==> config.mk <==
export PLATFORM = sky130hd
export DESIGN_NAME = multiplexed_segment_serial_driver_unit_flat
export DESIGN_NICKNAME = d
export VERILOG_FILES = /design/src/hdl/msd_pkg.sv /design/src/hdl/msd_if.sv /design/src/hdl/msd_scan_core.sv /design/src/hdl/multiplexed_segment_serial_driver_unit.sv /design/src/flat_wrapper.sv
export VERILOG_INCLUDE_DIRS = /design/src /design/src/hdl
export SDC_FILE = /design/constraint.sdc
export NUM_CORES = 1
export LEC_CHECK = 0
export ABC_AREA = 1
export BUFFER_PORTS_ARGS = -buffer_cell sky130_fd_sc_hd__buf_2
export CORE_MARGIN = 10
export CORE_UTILIZATION = 28
export CTS_CLUSTER_SIZE = 40
export DETAILED_ROUTE_END_ITERATION = 10
export HOLD_SLACK_MARGIN = 0.15
export SLEW_MARGIN = 20
export SYNTH_ARGS = -nofsm -noshare
export SYNTH_HDL_FRONTEND = slang
export SYNTH_HIERARCHICAL = 1
export SYNTH_SLANG_ARGS = --single-unit
==> constraint.sdc <==
create_clock -name clk -period 4.6 [get_ports clk]
set_input_delay 0.69 -clock clk [delete_from_list [all_inputs] [get_ports clk]]
set_output_delay 0.69 -clock clk [all_outputs]
set_load 0.02 [all_outputs]
==> src/hdl/multiplexed_segment_serial_driver_unit_defines.svh <==
// ----------------------------------------------------------------------------
// Assertion macros for the segment serial driver
// Shared clocked assertion wrappers; expect clk and rst_n in scope.
// ----------------------------------------------------------------------------
`ifndef MULTIPLEXED_SEGMENT_SERIAL_DRIVER_UNIT_DEFINES_SVH
`define MULTIPLEXED_SEGMENT_SERIAL_DRIVER_UNIT_DEFINES_SVH

// checked outside reset only
`define MSD_ASSERT(lbl, prop, msg) \
  lbl: assert property (@(posedge clk) disable iff (!rst_n) prop) else $error(msg);

// checked on every edge, reset included
`define MSD_ASSERT_ALWAYS(lbl, prop, msg) \
  lbl: assert property (@(posedge clk) prop) else $error(msg);

`endif

==> src/hdl/msd_pkg.sv <==
// ----------------------------------------------------------------------------
// msd_pkg
// Types, constants and lookup functions of the segment serial driver.
// ----------------------------------------------------------------------------
package msd_pkg;

  localparam int WORD_BITS = 16;

  // one accepted input transaction as seen by the scan core
  typedef struct packed {
    logic       tick;
    logic       write;
    logic [1:0] digit_index;
    logic [3:0] digit_value;
  } msd_step_t;

  typedef struct packed {
    logic       serial_data;
    logic       shift_clock;
    logic       latch_enable;
    logic [3:0] digit_enable;
    logic       frame_last;
  } msd_result_t;

  // hex value -> segment pattern, bit0 = A .. bit6 = G, bit7 = dot
  function automatic logic [7:0] seg_lut(input logic [3:0] hex);
    logic [7:0] pat;
    unique case (hex)
      4'h0: pat = 8'h3F;
      4'h1: pat = 8'h06;
      4'h2: pat = 8'h5B;
      4'h3: pat = 8'h4F;
      4'h4: pat = 8'h66;
      4'h5: pat = 8'h6D;
      4'h6: pat = 8'h7D;
      4'h7: pat = 8'h07;
      4'h8: pat = 8'h7F;
      4'h9: pat = 8'h6F;
      4'hA: pat = 8'h77;
      4'hB: pat = 8'h7C;
      4'hC: pat = 8'h39;
      4'hD: pat = 8'h5E;
      4'hE: pat = 8'h79;
      4'hF: pat = 8'h71;
      default: pat = 8'h00;
    endcase
    return pat;
  endfunction

  // driver channel 0..7 -> pattern bit wired to it
  function automatic logic [2:0] chan_bit(input logic [2:0] chan);
    logic [2:0] b;
    unique case (chan)
      3'd0: b = 3'd6;
      3'd1: b = 3'd2;
      3'd2: b = 3'd1;
      3'd3: b = 3'd7;
      3'd4: b = 3'd3;
      3'd5: b = 3'd5;
      3'd6: b = 3'd4;
      3'd7: b = 3'd0;
      default: b = 3'd0;
    endcase
    return b;
  endfunction

endpackage

==> src/hdl/msd_if.sv <==
// ----------------------------------------------------------------------------
// Channel interfaces
// Valid/ready channels for input items, results and the dwell register.
// ----------------------------------------------------------------------------
interface msd_in_if;
  logic       valid;
  logic       ready;
  logic       mode;
  logic [1:0] digit_index;
  logic [3:0] digit_value;

  modport source (output valid, mode, digit_index, digit_value, input ready);
  modport sink   (input valid, mode, digit_index, digit_value, output ready);
endinterface

interface msd_out_if;
  logic       valid;
  logic       ready;
  logic       serial_data;
  logic       shift_clock;
  logic       latch_enable;
  logic [3:0] digit_enable;
  logic       frame_last;

  modport source (output valid, serial_data, shift_clock, latch_enable, digit_enable,
                  frame_last, input ready);
  modport sink   (input valid, serial_data, shift_clock, latch_enable, digit_enable,
                  frame_last, output ready);
endinterface

interface msd_cfg_if;
  logic        valid;
  logic        ready;
  logic [15:0] data;

  modport source (output valid, data, input ready);
  modport sink   (input valid, data, output ready);
endinterface

==> src/hdl/msd_scan_core.sv <==
// ----------------------------------------------------------------------------
// msd_scan_core
// Digit store, scan position and frame/dwell sequencing; one step per tick.
// ----------------------------------------------------------------------------
module msd_scan_core #(
  parameter int NUM_DIGITS   = 4,
  parameter int NUM_CHANNELS = 16
) (
  input  logic                 clk,
  input  logic                 rst_n,
  input  msd_pkg::msd_step_t   step,
  input  logic [15:0]          dwell_ticks,
  output msd_pkg::msd_result_t result
);
  import msd_pkg::*;

  localparam int FRAME_BITS = NUM_CHANNELS * WORD_BITS;
  localparam int BP_W       = $clog2(FRAME_BITS);
  localparam int WORD_W     = BP_W - 4;
  localparam int DIG_W      = (NUM_DIGITS > 1) ? $clog2(NUM_DIGITS) : 1;

  logic [3:0]        digit_store_r [NUM_DIGITS];
  logic [DIG_W-1:0]  scan_r, scan_nxt;
  logic [BP_W-1:0]   bitpos_r, bitpos_nxt;
  logic [15:0]       dwell_cnt_r, dwell_cnt_nxt;
  logic              in_dwell_r, in_dwell_nxt;
  logic [7:0]        seg_r, seg_nxt;

  logic [7:0]        pat;
  logic [WORD_W-1:0] word;
  logic [3:0]        bit_in_word;
  logic [WORD_W-1:0] chan;
  logic              chan_lit;
  logic              final_word;
  logic              frame_end;
  logic [16:0]       dwell_inc;
  logic              dwell_done;
  logic [DIG_W-1:0]  scan_adv;
  logic [3:0]        en;

  always_comb begin
    pat         = (bitpos_r == '0) ? seg_lut(digit_store_r[scan_r]) : seg_r;
    word        = bitpos_r[BP_W-1:4];
    bit_in_word = bitpos_r[3:0];
    chan        = WORD_W'(NUM_CHANNELS - 1) - word;
    // only channels 0..7 carry segments
    chan_lit    = ({1'b0, chan} < (WORD_W + 1)'(8)) && pat[chan_bit(chan[2:0])];
    final_word  = (word == WORD_W'(NUM_CHANNELS - 1));
    frame_end   = (bitpos_r == BP_W'(FRAME_BITS - 1));
    dwell_inc   = {1'b0, dwell_cnt_r} + 17'd1;
    dwell_done  = (dwell_inc >= {1'b0, dwell_ticks});
    scan_adv    = (scan_r == DIG_W'(NUM_DIGITS - 1)) ? '0 : scan_r + DIG_W'(1);
    for (int k = 0; k < 4; k++) begin
      en[k] = (32'(scan_r) == k);
    end
  end

  always_comb begin
    scan_nxt      = scan_r;
    bitpos_nxt    = bitpos_r;
    dwell_cnt_nxt = dwell_cnt_r;
    in_dwell_nxt  = in_dwell_r;
    seg_nxt       = seg_r;
    result        = '0;
    if (!in_dwell_r) begin
      result.serial_data  = chan_lit;
      result.shift_clock  = 1'b1;
      result.latch_enable = (bit_in_word == 4'd15) || (final_word && bit_in_word == 4'd14);
      seg_nxt             = pat;
      bitpos_nxt          = bitpos_r + BP_W'(1);
      if (frame_end) begin
        bitpos_nxt    = '0;
        dwell_cnt_nxt = '0;
        if (dwell_ticks == 16'd0) begin
          result.frame_last = 1'b1;
          scan_nxt          = scan_adv;
        end else begin
          in_dwell_nxt = 1'b1;
        end
      end
    end else begin
      result.digit_enable = en;
      dwell_cnt_nxt       = dwell_inc[15:0];
      if (dwell_done) begin
        result.frame_last = 1'b1;
        scan_nxt          = scan_adv;
        bitpos_nxt        = '0;
        dwell_cnt_nxt     = '0;
        in_dwell_nxt      = 1'b0;
      end
    end
  end

  always_ff @(posedge clk) begin
    if (!rst_n) begin
      scan_r      <= '0;
      bitpos_r    <= '0;
      dwell_cnt_r <= '0;
      in_dwell_r  <= 1'b0;
      seg_r       <= '0;
    end else if (step.tick) begin
      scan_r      <= scan_nxt;
      bitpos_r    <= bitpos_nxt;
      dwell_cnt_r <= dwell_cnt_nxt;
      in_dwell_r  <= in_dwell_nxt;
      seg_r       <= seg_nxt;
    end
  end

  // writes land in the store and show at the next frame start
  always_ff @(posedge clk) begin
    for (int k = 0; k < NUM_DIGITS; k++) begin
      if (!rst_n) begin
        digit_store_r[k] <= 4'(k);
      end else if (step.write && 32'(step.digit_index) == k) begin
        digit_store_r[k] <= step.digit_value;
      end
    end
  end

endmodule

==> src/hdl/multiplexed_segment_serial_driver_unit.sv <==
// ----------------------------------------------------------------------------
// multiplexed_segment_serial_driver_unit
// Scans multiplexed seven-segment digits through a serial LED driver.
// ----------------------------------------------------------------------------
//  channel  | dir | payload                                       | per item
//  in_ch    | in  | mode, digit_index, digit_value                | tick or write
//  out_ch   | out | serial_data, shift_clock, latch_enable,       | one per tick
//           |     | digit_enable, frame_last                      |
//  cfg_ch   | in  | data = dwell_ticks                            | register write
//
//  One transaction per cycle sustained while the output is not stalled; a tick result
//  passes through the input register feeding the scan core, then the result register.
//  Write transactions pass through the same register and give no result.
//  A stalled output only holds back ticks once the input register is full.
//  Synchronous active-low reset; dwell_ticks resets to 1024, digits to 0,1,2,...
// ----------------------------------------------------------------------------
`include "multiplexed_segment_serial_driver_unit_defines.svh"

module multiplexed_segment_serial_driver_unit #(
  parameter int NUM_DIGITS   = 4,
  parameter int NUM_CHANNELS = 16
) (
  input  logic      clk,
  input  logic      rst_n,
  msd_in_if.sink    in_ch,
  msd_out_if.source out_ch,
  msd_cfg_if.sink   cfg_ch
);
  import msd_pkg::*;

  logic        in_valid_r;
  logic        in_mode_r;
  logic [1:0]  in_index_r;
  logic [3:0]  in_value_r;
  logic        out_valid_r;
  msd_result_t res_r;
  msd_result_t core_res;
  msd_step_t   step;
  logic [15:0] dwell_ticks_r;
  logic        adv;

  // a write never needs output space
  assign adv          = in_valid_r && (in_mode_r || !out_valid_r || out_ch.ready);
  assign in_ch.ready  = !in_valid_r || adv;
  assign cfg_ch.ready = 1'b1;

  always_comb begin
    step.tick        = adv && !in_mode_r;
    step.write       = adv && in_mode_r;
    step.digit_index = in_index_r;
    step.digit_value = in_value_r;
  end

  always_ff @(posedge clk) begin
    if (!rst_n) begin
      dwell_ticks_r <= 16'd1024;
    end else if (cfg_ch.valid) begin
      dwell_ticks_r <= cfg_ch.data;
    end
  end

  always_ff @(posedge clk) begin
    if (!rst_n) begin
      in_valid_r <= 1'b0;
    end else if (in_ch.ready) begin
      in_valid_r <= in_ch.valid;
    end
  end

  always_ff @(posedge clk) begin
    if (in_ch.valid && in_ch.ready) begin
      in_mode_r  <= in_ch.mode;
      in_index_r <= in_ch.digit_index;
      in_value_r <= in_ch.digit_value;
    end
  end

  msd_scan_core #(
    .NUM_DIGITS   (NUM_DIGITS),
    .NUM_CHANNELS (NUM_CHANNELS)
  ) u_core (
    .clk         (clk),
    .rst_n       (rst_n),
    .step        (step),
    .dwell_ticks (dwell_ticks_r),
    .result      (core_res)
  );

  always_ff @(posedge clk) begin
    if (!rst_n) begin
      out_valid_r <= 1'b0;
    end else if (step.tick) begin
      out_valid_r <= 1'b1;
    end else if (out_ch.ready) begin
      out_valid_r <= 1'b0;
    end
  end

  always_ff @(posedge clk) begin
    if (step.tick) begin
      res_r <= core_res;
    end
  end

  assign out_ch.valid        = out_valid_r;
  assign out_ch.serial_data  = res_r.serial_data;
  assign out_ch.shift_clock  = res_r.shift_clock;
  assign out_ch.latch_enable = res_r.latch_enable;
  assign out_ch.digit_enable = res_r.digit_enable;
  assign out_ch.frame_last   = res_r.frame_last;

  `MSD_ASSERT(a_write_no_result, (step.write && out_valid_r && out_ch.ready) |=> !out_valid_r, "write transaction produced a result")
  `MSD_ASSERT(a_enable_not_shifting, out_valid_r |-> !(res_r.shift_clock && res_r.digit_enable != 4'd0), "digit lit while shifting")
  `MSD_ASSERT(a_latch_with_clock, out_valid_r && res_r.latch_enable |-> res_r.shift_clock, "latch enable outside a shift bit")
  `MSD_ASSERT_ALWAYS(a_no_tick_on_full_stall, (out_valid_r && !out_ch.ready) |-> !step.tick, "tick advanced into a stalled output")

endmodule

==> src/flat_wrapper.sv <==
// flat-port wrapper written by rule: the top's interface ports become plain ports
module multiplexed_segment_serial_driver_unit_flat import msd_pkg::*;
#(
  parameter int NUM_DIGITS   = 4,
  parameter int NUM_CHANNELS = 16
)
  (clk, rst_n, in_ch_valid, in_ch_mode, in_ch_digit_index, in_ch_digit_value, in_ch_ready, out_ch_valid, out_ch_serial_data, out_ch_shift_clock, out_ch_latch_enable, out_ch_digit_enable, out_ch_frame_last, out_ch_ready, cfg_ch_valid, cfg_ch_data, cfg_ch_ready);
  msd_in_if in_ch_i ();
  msd_out_if out_ch_i ();
  msd_cfg_if cfg_ch_i ();
  input  logic clk;
  input  logic rst_n;
  input wire logic [$bits(in_ch_i.valid)-1:0] in_ch_valid;
  input wire logic [$bits(in_ch_i.mode)-1:0] in_ch_mode;
  input wire logic [$bits(in_ch_i.digit_index)-1:0] in_ch_digit_index;
  input wire logic [$bits(in_ch_i.digit_value)-1:0] in_ch_digit_value;
  output wire logic [$bits(in_ch_i.ready)-1:0] in_ch_ready;
  output wire logic [$bits(out_ch_i.valid)-1:0] out_ch_valid;
  output wire logic [$bits(out_ch_i.serial_data)-1:0] out_ch_serial_data;
  output wire logic [$bits(out_ch_i.shift_clock)-1:0] out_ch_shift_clock;
  output wire logic [$bits(out_ch_i.latch_enable)-1:0] out_ch_latch_enable;
  output wire logic [$bits(out_ch_i.digit_enable)-1:0] out_ch_digit_enable;
  output wire logic [$bits(out_ch_i.frame_last)-1:0] out_ch_frame_last;
  input wire logic [$bits(out_ch_i.ready)-1:0] out_ch_ready;
  input wire logic [$bits(cfg_ch_i.valid)-1:0] cfg_ch_valid;
  input wire logic [$bits(cfg_ch_i.data)-1:0] cfg_ch_data;
  output wire logic [$bits(cfg_ch_i.ready)-1:0] cfg_ch_ready;
  assign in_ch_i.valid = in_ch_valid;
  assign in_ch_i.mode = in_ch_mode;
  assign in_ch_i.digit_index = in_ch_digit_index;
  assign in_ch_i.digit_value = in_ch_digit_value;
  assign in_ch_ready = in_ch_i.ready;
  assign out_ch_valid = out_ch_i.valid;
  assign out_ch_serial_data = out_ch_i.serial_data;
  assign out_ch_shift_clock = out_ch_i.shift_clock;
  assign out_ch_latch_enable = out_ch_i.latch_enable;
  assign out_ch_digit_enable = out_ch_i.digit_enable;
  assign out_ch_frame_last = out_ch_i.frame_last;
  assign out_ch_i.ready = out_ch_ready;
  assign cfg_ch_i.valid = cfg_ch_valid;
  assign cfg_ch_i.data = cfg_ch_data;
  assign cfg_ch_ready = cfg_ch_i.ready;
  multiplexed_segment_serial_driver_unit #(.NUM_DIGITS(NUM_DIGITS), .NUM_CHANNELS(NUM_CHANNELS)) u_core (.clk(clk), .rst_n(rst_n), .in_ch(in_ch_i), .out_ch(out_ch_i), .cfg_ch(cfg_ch_i));
endmodule
==> results of run 1 <==
[kinds of logic after synthesis]
logic type                 after synthesis  share of synthesized area (%)
other                                    1                         0.0781
and+or+nand+nor                        293                           26.0
AOI/OAI and AO/OA                       93                           10.5
adders and majority gates               33                           8.59
xor gates and xnor gates                17                           3.10
buffers and inverters                  110                           9.43
DFF                                     86                           42.3
[state kept, by name (all words and copies together) (netlist names), named ones only]
signal and flops:
u_core/u_core/dwell_cnt_r 16, u_core/u_core/seg_r 8, u_core/in_valid_r 1, u_core/out_ch.serial_data 1, u_core/u_core/digit_store_r 16, u_core/u_core/in_dwell_r 1, u_core/out_ch.latch_enable 1, u_core/u_core/scan_r 2
u_core/u_core/bitpos_r 8, u_core/out_ch.digit_enable 4, u_core/out_ch.valid 1, u_core/dwell_ticks_r 16, u_core/in_index_r 2, u_core/in_mode_r 1, u_core/out_ch.shift_clock 1, u_core/in_value_r 4
u_core/out_ch.frame_last 1
[per-layer routing]
metal | vias to the layer above | routed length (um) | GRT usage (%)
met2 | 84 | 4500 | 15.1
met1 | 1730 | 4890 | 11.8
met4 | 0 | 107 | 2.89
li1 | 2101 | - | -
met5 | - | 0 | 0
met3 | 7 | 585 | 3.07
[worst paths after layout]
kind	start	to	slack (ps)	depth (start not counted)
setup / recovery	u_core/u_core/dwell_cnt_r[0]	u_core/u_core/dwell_cnt_r[9]	1360	18
hold / removal	u_core/u_core/seg_r[7]	u_core/u_core/seg_r[7]	450	2
setup reg to reg	u_core/u_core/dwell_cnt_r[0]	u_core/u_core/dwell_cnt_r[9]	1360	18
hold reg to reg	u_core/u_core/seg_r[7]	u_core/u_core/seg_r[7]	450	2
[metrics by stage]
step	hold WS, ps	worst slack, ps	cells
after floorplan	415	1800	633
after global placement	436	1360	875
after detailed placement	442	1360	875
after CTS	451	1350	891
after global routing	483	979	891
final	448	1360	891
[worst max-delay path, delay by kind of cell (launching register included)]
| kind | cells | cell delay [ps] |
|---|---|---|
| AOI/OAI and AO/OA | 3 | 410 |
| and+or+nand+nor | 12 | 1590 |
| adders and majority gates | 2 | 510 |
| DFF | 1 | 390 |
| xor gates and xnor gates | 1 | 260 |
[power by group through the flow]
stage | Sequential [uW] | Combinational, uW | Clock (uW)
2_1_floorplan | 838 | 94.0 | 0
3_3_place_gp | 841 | 128 | 0
3_5_place_dp | 841 | 128 | 0
4_1_cts | 824 | 129 | 678
5_1_grt | 827 | 150 | 710
6_report | 825 | 128 | 656
[area by class of cell]
type,count,area (sq um)
fillers,1784,11300
inverters,95,357
repair buffers,37,185
multi-input cells,437,2320
clock inverters,6,36.3
flip-flops and latches,86,2030
clock buffers,10,229
well taps,220,275
[cells in the final DEF, fill, tap and decap left out, drive strengths merged, types with 4 or more instances in the layout]
cell type and n:
clkinv 4, nor3 6, nand3 34, ha 33
nor2 82, a21oi 50, o21ai 31, xor2 10
buf 37, dfxtp 55, nand2 154, edfxtp 31
xnor2 7, clkbuf 10, nor4 4, nand4 8
inv 97, o211ai 5
==> impl_metrics.csv, run 1 <==
group,metric,value,unit
timing,maxSlewHeadroom,34.3,%
placement,placed_cell_area,5170,sq um
setup_path,cp_slowest_cell,"dfxtp_1",
pwr,leakage,0.00239,uW
placement,dp_hpwl,7530,um
placement,placement.io_buffers,37,
global_routing,track_usage,9.42,%
layout,fin_nets,727,
global_routing,grt_overflow,0,
yosys,synthFlopType,"dfxtp_1",
yosys,synthArstFlopShare,0,%
yosys,ys_warn_count,6,
clocking,hold_buffers,0,
global_routing,grt_pass1_wl,17600,um
layout,fin_util,32.5,%
clocking,clock_sinks,86,
drt,drc,0,
clocking,cts_setup_buffers,0,
clocking,numCtsBuffers,9,
setup_path,required,4860,ps
setup_path,crit_type,"reg -> reg",
timing,clock_skew,6.64,ps
yosys,post_synth_num_cell_types,37,
outcome,outcome,"finished clean",
layout,fin_area,5430,sq um
layout,final_layout_size_suffix_gt1_share,10.3,%
global_routing,grt_max_degree,34,
yosys,synthCells,633,
yosys,synth_edf_count,31,
yosys,ys_ff_latch,86,
clocking,postCtsResizedCells,0,
global_routing,antenna_found_initial,0,
setup_path,cpMostUsedCell,"nand2_1",
drt,antenna_left,0,
pwr,pwr-share-comb,8.0,%
timing,fmax,309,MHz
clocking,clk_latency,340,ps
yosys,synth_nets,694,
yosys,yosysMostFrequentCell,"nand2_1",
timing,setup_viol,0,
timing,final_max_slew_viol_count,0,
yosys,synth_seq_area_share,42.3,%
clocking,cts_max_level,3,
layout,area_growth,13.1,%
drt,drtIter0Drc,239,
setup_path,critical-path-max-stage-delay,390,ps
pwr,clkPwrFrac,40.8,%
yosys,yosysTopAreaCell,"dfxtp_1",
clocking,clock_path_buffers,2,
run,drv_cap,0,
global_routing,grt_pass1_vias,3848,
yosys,synthTopCellsByCount,"nand2_1, inv_1, nor2_1, dfxtp_1, a21oi_1",
floorplanning,core_area,16700,sq um
pwr,p_int,1220,uW
drt,vias,3922,
timing,fin_crit_sh,70.4,%
floorplanning,ios,39,
clocking,cts_tree,"done",
floorplanning,fp.dieH,151,um
pwr,pwr_density_cell,296,nW/um^2
min_path,hold_class,"reg -> reg",
yosys,post_synth.cell_area_avg,7.59,sq um
timing,finalCriticalPeriod,3240,ps
setup_path,cp_max_fo,16,
drt,routed_wl,10100,um
setup_path,cp_cell_sequence,"ha_1 -> nand2_2 -> nor3b_2 -> nand2_1 -> nor2_4 -> nand3_1 -> xnor2_1 -> ha_1 -> a21oi_1 -> o21a_1 -> nand2_1 -> nand2_1 -> nand2_1 -> nand2_1 -> nand2_2 -> nor2_4 -> nand2_1 -> a21oi_1",
clocking,clock-root-buffer,"clkbuf_16",
timing,setup_tns,0,ps
floorplanning,rows,47,
pwr,vdd_ir_drop_max,0.254,mV
yosys,syn-cell-area,4800,sq um
placement,place_congestion,0.845,
pwr,power.switching,390,uW
timing,worstMarginPinSlew,985,ps
timing,grt_setup_unrepaired,"no",
drt,wl_per_cell,11.3,um
setup_path,crit_path_start_kind,"flop",
drt,vias_per_cell,4.40,
floorplanning,initial_core_util,28.8,%
pwr,p_sw_share,24.2,%
yosys,synth.top_cell.area_share,22.9,%
yosys,synthTopCellsByArea,"dfxtp_1, edfxtp_1, nand2_1",
floorplanning,fp.dieW,151,um
layout,antenna-diode-count,0,
drt,first_pass_iters,4,
pwr,finalPower,1610,uW
pwr,pwr-share-seq,51.3,%
setup_path,arrival,3490,ps
setup_path,end_kind,"flop",
timing,hold_viol_final,0,
floorplanning,die_area,22800,sq um
clocking,cts.clk_slew.worst_paths,60,ps
Note: power is estimated with default switching activity, not from simulation.
==> inputs of run 2 (changes only) <==
Settings changed: ABC_AREA 1 to 0.
Clock period 4.6 ns to 2.63 ns, I/O delays scaled along.
==> impl_metrics.csv, run 2 <==
group,metric,value,unit
clocking,clk_latency,350,ps
floorplanning,rows,48,
yosys,synth_top_family_by_area,"simple AND/OR/NAND/NOR gates",
yosys,synth_compound_area_share,12.8,%
yosys,synth_edf_count,31,
global_routing,antenna_found_initial,0,
placement,place_congestion,0.908,
timing,grt_setup_unrepaired,"yes",
layout,top_regs,"u_core/dwell_ticks_r (16), u_core/u_core/digit_store_r (16), u_core/u_core/dwell_cnt_r (16)",
timing,fin_crit_sh,118,%
global_routing,grt_pass1_vias,4189,
drt,wl_per_cell,14.7,um
yosys,ys_warn_count,6,
layout,area_growth,28.4,%
yosys,synthCells,517,
floorplanning,die_area,23700,sq um
setup_path,crit_path_start_kind,"flop",
layout,nFillCells,1729,
global_routing,track_usage,10.4,%
layout,multiInputGateArea,2970,sq um
placement,placed_cell_area,5760,sq um
drt,routed_wl,12300,um
floorplanning,ios,39,
timing,final_max_slew_viol_count,0,
timing,fin_ws,-474,ps
pwr,finalPower,2960,uW
layout,regArea,2050,sq um
floorplanning,fp.dieW,154,um
global_routing,grt_max_degree,50,
setup_path,cp_cell_sequence,"ha_4 -> nand4_1 -> nor3_2 -> nand2_1 -> nor2_2 -> xor2_1 -> ha_1 -> a211oi_2 -> o21ai_2 -> o31ai_2 -> buf_4 -> or2_4 -> buf_4 -> buf_6 -> a31oi_4 -> a21oi_2",
yosys,synth-simple-area-share,22.3,%
layout,fin_nets,670,
drt,vias,4054,
setup_path,path_delay_family,"compound AO/OA/AOI/OAI gates",
clocking,clock-root-buffer,"clkbuf_16",
clocking,cts.clk_slew.worst_paths,70,ps
drt,drtIter0Drc,306,
clocking,cts_max_level,3,
layout,final_layout_size_suffix_gt1_share,31.3,%
pwr,vdd_ir_drop_max,0.435,mV
yosys,synthTopCellsByCount,"dfxtp_1, nand2_1, inv_1, ha_1, edfxtp_1",
timing,hold_viol_final,0,
yosys,ys_ff_latch,86,
floorplanning,initial_core_util,28.8,%
yosys,synth.top_cell.area_share,21.9,%
setup_path,cpMostUsedCell,"buf_4",
timing,worstMarginPinSlew,609,ps
setup_path,required,2920,ps
clocking,cts_tree,"done",
timing,setup_viol,30,
clocking,clock_sinks,86,
yosys,synthArstFlopShare,0,%
setup_path,end_kind,"flop",
run,drv_cap,0,
yosys,yosysTopAreaCell,"dfxtp_1",
clocking,clock_path_buffers,2,
drt,first_pass_iters,4,
floorplanning,fp.dieH,154,um
floorplanning,core_area,17400,sq um
layout,antenna-diode-count,0,
placement,dp_hpwl,8930,um
yosys,post_synth.cell_area_avg,9.71,sq um
placement,placement.io_buffers,37,
timing,finalCriticalPeriod,3100,ps
setup_path,arrival,3390,ps
pwr,pwr_density_cell,459,nW/um^2
drt,drc,0,
yosys,synth-adder-area-share,8.23,%
setup_path,cp_max_fo,5,
layout,final_common_cell,"buf_4",
yosys,synthFlopType,"dfxtp_1",
setup_path,worst-path-buf-inv,3,
yosys,synth-xor-area-share,2.62,%
setup_path,critical-path-max-stage-delay,380,ps
yosys,synth.area.mux_share,7.73,%
yosys,syn-cell-area,5020,sq um
outcome,outcome,"finished, violations left",
yosys,synth_seq_area_share,40.5,%
timing,setup_tns,-10400,ps
yosys,post_synth_num_cell_types,64,
yosys,synthTopCellsByArea,"dfxtp_1, edfxtp_1, ha_1",
layout,fin_area,6440,sq um
outcome,violations,"setup timing",
pwr,leakage,0.00253,uW
timing,clock_skew,8.12,ps
clocking,hold_buffers,0,
yosys,yosysMostFrequentCell,"dfxtp_1",
drt,vias_per_cell,4.83,
setup_path,cp_slowest_cell,"dfxtp_4",
placement,place_ws,-439,ps
timing,maxSlewHeadroom,59.0,%
global_routing,grt_overflow,0,
global_routing,grt_pass1_wl,20600,um
clocking,numCtsBuffers,9,
yosys,synth_nets,578,
timing,fmax,322,MHz
min_path,hold_class,"in -> reg",
layout,fin_util,37.0,%
drt,antenna_left,0,
layout,final_cell_mix,"buf_4, nand2_1, dfxtp_1, buf_2, inv_1",
setup_path,crit_type,"reg -> reg",
-- run 2: cell families (layout without fill, tap and decap cells) --
| family | Yosys count | count (layout) |
|---|---|---|
| other | 1 | 1 |
| AND/OR/NAND/NOR | 208 | 208 |
| flip-flops | 86 | 86 |
| adder cells (fa/ha/maj) | 33 | 33 |
| AO/OA/AOI/OAI | 90 | 90 |
| buffers and inverters | 54 | 151 |
| XOR/XNOR | 15 | 15 |
| multiplexers | 30 | 30 |
-- run 2: worst reg2reg max path, delay by kind of cell, from the launching register on --
kind / cells / cell delay [ps]
simple gates: 5 / 770
compound gates: 5 / 840
buf+inv: 3 / 380
fa+ha+maj: 2 / 450
xor+xnor: 1 / 230
flops: 1 / 380
-- run 2: area by class of cell --
cell class / count / share of cell area [%]
Timing Repair Buffer: 100 / 11.0
Tap cell: 225 / 4.37
Multi-Input combinational cell: 377 / 46.0
Sequential cell: 86 / 31.9
Clock buffer: 9 / 3.50
Inverter: 35 / 2.04
Clock inverter: 7 / 1.20
-- run 2: path summary, 6_finish.rpt --
check,slack [ps],to,from,depth (start not counted)
worst min register to register,460,u_core/u_core/seg_r[5],u_core/u_core/seg_r[5],2
worst max register to register,-470,u_core/u_core/bitpos_r[4],u_core/u_core/dwell_cnt_r[1],16
worst min-delay path,210,u_core/in_value_r[0],in_ch_digit_value[0],1
worst max-delay path,-470,u_core/u_core/bitpos_r[4],u_core/u_core/dwell_cnt_r[1],16
-- run 2: what timing repair did --
action                                  in CTS  in global routing
gates resized for setup                     36                 16
gates cloned                                 0                  0
endpoints found under the setup margin      30                 31
pin swaps                                   20                  9
setup buffers                               15                  6
-- run 2: report_power, final --
part,internal (uW),switching (uW),leakage (uW),total [uW]
Combinational,110,140,0.00163,250
Clock,671,593,0.000144,1260
Sequential,1410,29.3,0.000756,1440
Total,2190,762,0.00253,2960
-- run 2: routing by layer --
layer	wire length [um]	GRT usage [%]
met1	5970	13.4
met2	5720	16.7
met3	438	2.57
met4	160	3.19
met5	0	0
-- run 2: metrics by stage --
| stage | instances | hold slack, ps |
|---|---|---|
| floorplan | 517 | 429 |
| global placement | 804 | 443 |
| detailed placement | 804 | 451 |
| CTS | 834 | 201 |
| global route | 839 | 203 |
| finish | 839 | 215 |
==> inputs of run 3 (changes only) <==
Settings changed: CELL_PAD_IN_SITES_DETAIL_PLACEMENT from default to 1, CELL_PAD_IN_SITES_GLOBAL_PLACEMENT from default to 2, PLACE_DENSITY_LB_ADDON from default to 0.1.
==> impl_metrics.csv, run 3 (same netlist as run 2, synthesis figures left out) <==
group,metric,value,unit
drt,antenna_left,0,
timing,finalCriticalPeriod,3110,ps
min_path,hold_class,"in -> reg",
timing,grt_setup_unrepaired,"yes",
clocking,numCtsBuffers,9,
floorplanning,fp.dieH,154,um
drt,vias,4133,
timing,fin_crit_sh,118,%
timing,hold_viol_final,0,
timing,maxSlewHeadroom,54.9,%
drt,first_pass_iters,4,
placement,place_ws,-577,ps
floorplanning,die_area,23700,sq um
pwr,leakage,0.00260,uW
floorplanning,fp.dieW,154,um
clocking,cts_max_level,3,
pwr,p_int,2200,uW
timing,final_max_slew_viol_count,0,
layout,final_layout_size_suffix_gt1_share,32.6,%
layout,area_growth,30.8,%
timing,fmax,321,MHz
run,drv_cap,0,
setup_path,cp_slowest_cell,"or4_4",
clocking,clock-root-buffer,"clkbuf_16",
layout,final_common_cell,"buf_4",
drt,wl_per_cell,17.0,um
clocking,hold_buffers,0,
global_routing,grt_overflow,0,
floorplanning,core_area,17400,sq um
floorplanning,initial_core_util,28.8,%
setup_path,crit_path_start_kind,"flop",
pwr,clkPwrFrac,43.1,%
setup_path,worst-path-buf-inv,4,
setup_path,crit_type,"reg -> reg",
placement,placement.io_buffers,37,
pwr,pwr-share-comb,8.5,%
global_routing,grt_pass1_wl,23800,um
pwr,pwr-share-seq,48.4,%
global_routing,grt_pass1_vias,4441,
setup_path,cp_max_fo,4,
drt,drc,0,
timing,clock_skew,9.45,ps
drt,routed_wl,14400,um
layout,fin_nets,679,
setup_path,end_kind,"flop",
layout,top_regs,"u_core/dwell_ticks_r (16), u_core/u_core/digit_store_r (16), u_core/u_core/dwell_cnt_r (16)",
global_routing,antenna_found_initial,0,
global_routing,track_usage,12.2,%
setup_path,arrival,3310,ps
timing,setup_tns,-12050,ps
placement,place_congestion,0.759,
setup_path,critical-path-max-stage-delay,540,ps
setup_path,required,2830,ps
global_routing,grt_max_degree,42,
pwr,p_sw_share,26.4,%
timing,fin_ws,-483,ps
floorplanning,rows,48,
layout,final_cell_mix,"buf_4, nand2_1, dfxtp_1, buf_2, inv_1",
timing,setup_viol,30,
drt,drtIter0Drc,112,
setup_path,path_delay_family,"simple AND/OR/NAND/NOR gates",
setup_path,cp_cell_sequence,"buf_4 -> nand3_4 -> or4_4 -> nor2_4 -> xor2_1 -> ha_1 -> o21a_1 -> o21a_1 -> o31ai_2 -> buf_4 -> or2_4 -> buf_12 -> buf_6 -> a31oi_4 -> a21oi_1",
clocking,clock_path_buffers,2,
clocking,cts_tree,"done",
outcome,outcome,"finished, violations left",
pwr,pwr_density_cell,455,nW/um^2
placement,dp_hpwl,10700,um
clocking,clock_sinks,86,
clocking,clk_latency,350,ps
floorplanning,ios,39,
pwr,power.switching,787,uW
pwr,vdd_ir_drop_max,0.332,mV
drt,vias_per_cell,4.87,
layout,antenna-diode-count,0,
clocking,cts.clk_slew.worst_paths,80,ps
timing,worstMarginPinSlew,676,ps
outcome,violations,"setup timing",
[run 3: layout make-up]
cell class                 count  area [sq um]
timing repair buffer         109           798
clock inverter                 7          68.8
inverter                      35           131
sequential                    86          2040
clock buffer                   9           225
fill                        1979         10900
tap                          225           282
multi-input combinational    377          3010
[run 3: timing repair]
action	CTS	global route
setup buffers	13	8
endpoints found under the setup margin	30	30
endpoints found under the hold margin	0	0
pin swaps	26	14
resized for setup	36	24
cloned	1	0
[run 3: power groups by stage]
stage / logic (uW) / clock network (uW) / registers (uW)
floorplan: 160 / 0 / 1470
global placement: 230 / 0 / 1470
detailed placement: 234 / 0 / 1480
CTS: 251 / 1340 / 1440
global route: 286 / 1390 / 1450
finish: 254 / 1290 / 1440
[run 3: worst register-to-register path: stages, from the launching register on]
cell and delay [ps]:
dfxtp_4 370, buf_4 110, nand3_4 80, or4_4 540, nor2_4 140, xor2_1 230
ha_1 240, o21a_1 150, o21a_1 140, o31ai_2 80, buf_4 140, or2_4 270
buf_12 130, buf_6 110, a31oi_4 160, a21oi_1 80
[run 3: path summary, 6_finish.rpt]
path,slack [ps],cells past startpoint,to,startpoint
min reg2reg,460,2,u_core/u_core/seg_r[4],u_core/u_core/seg_r[4]
max,-480,15,u_core/u_core/bitpos_r[4],u_core/u_core/dwell_cnt_r[0]
max reg2reg,-480,15,u_core/u_core/bitpos_r[4],u_core/u_core/dwell_cnt_r[0]
min,220,1,u_core/in_value_r[2],in_ch_digit_value[2]
[run 3: through the flow]
| stage | cells | util, % | instance area, sq um | hold WS [ps] | total power, uW |
|---|---|---|---|---|---|
| detailed placement | 812 | 33.4 | 5820 | 456 | 1710 |
| finish | 848 | 37.7 | 6560 | 216 | 2980 |
| CTS | 841 | 36.6 | 6370 | 199 | 3040 |
| global route | 848 | 37.7 | 6560 | 198 | 3130 |
| global placement | 812 | 33.4 | 5820 | 452 | 1700 |
| floorplan | 517 | - | 5120 | 429 | 1630 |
[run 3: layer usage]
layer  track usage [%]  up-vias  routed length, um
met1              16.2     2019               7090
li1                  -     2054                  -
met5                 0        -                  0
met3              2.65        9                401
met4              2.92        0                169
met2              19.6       51               6710
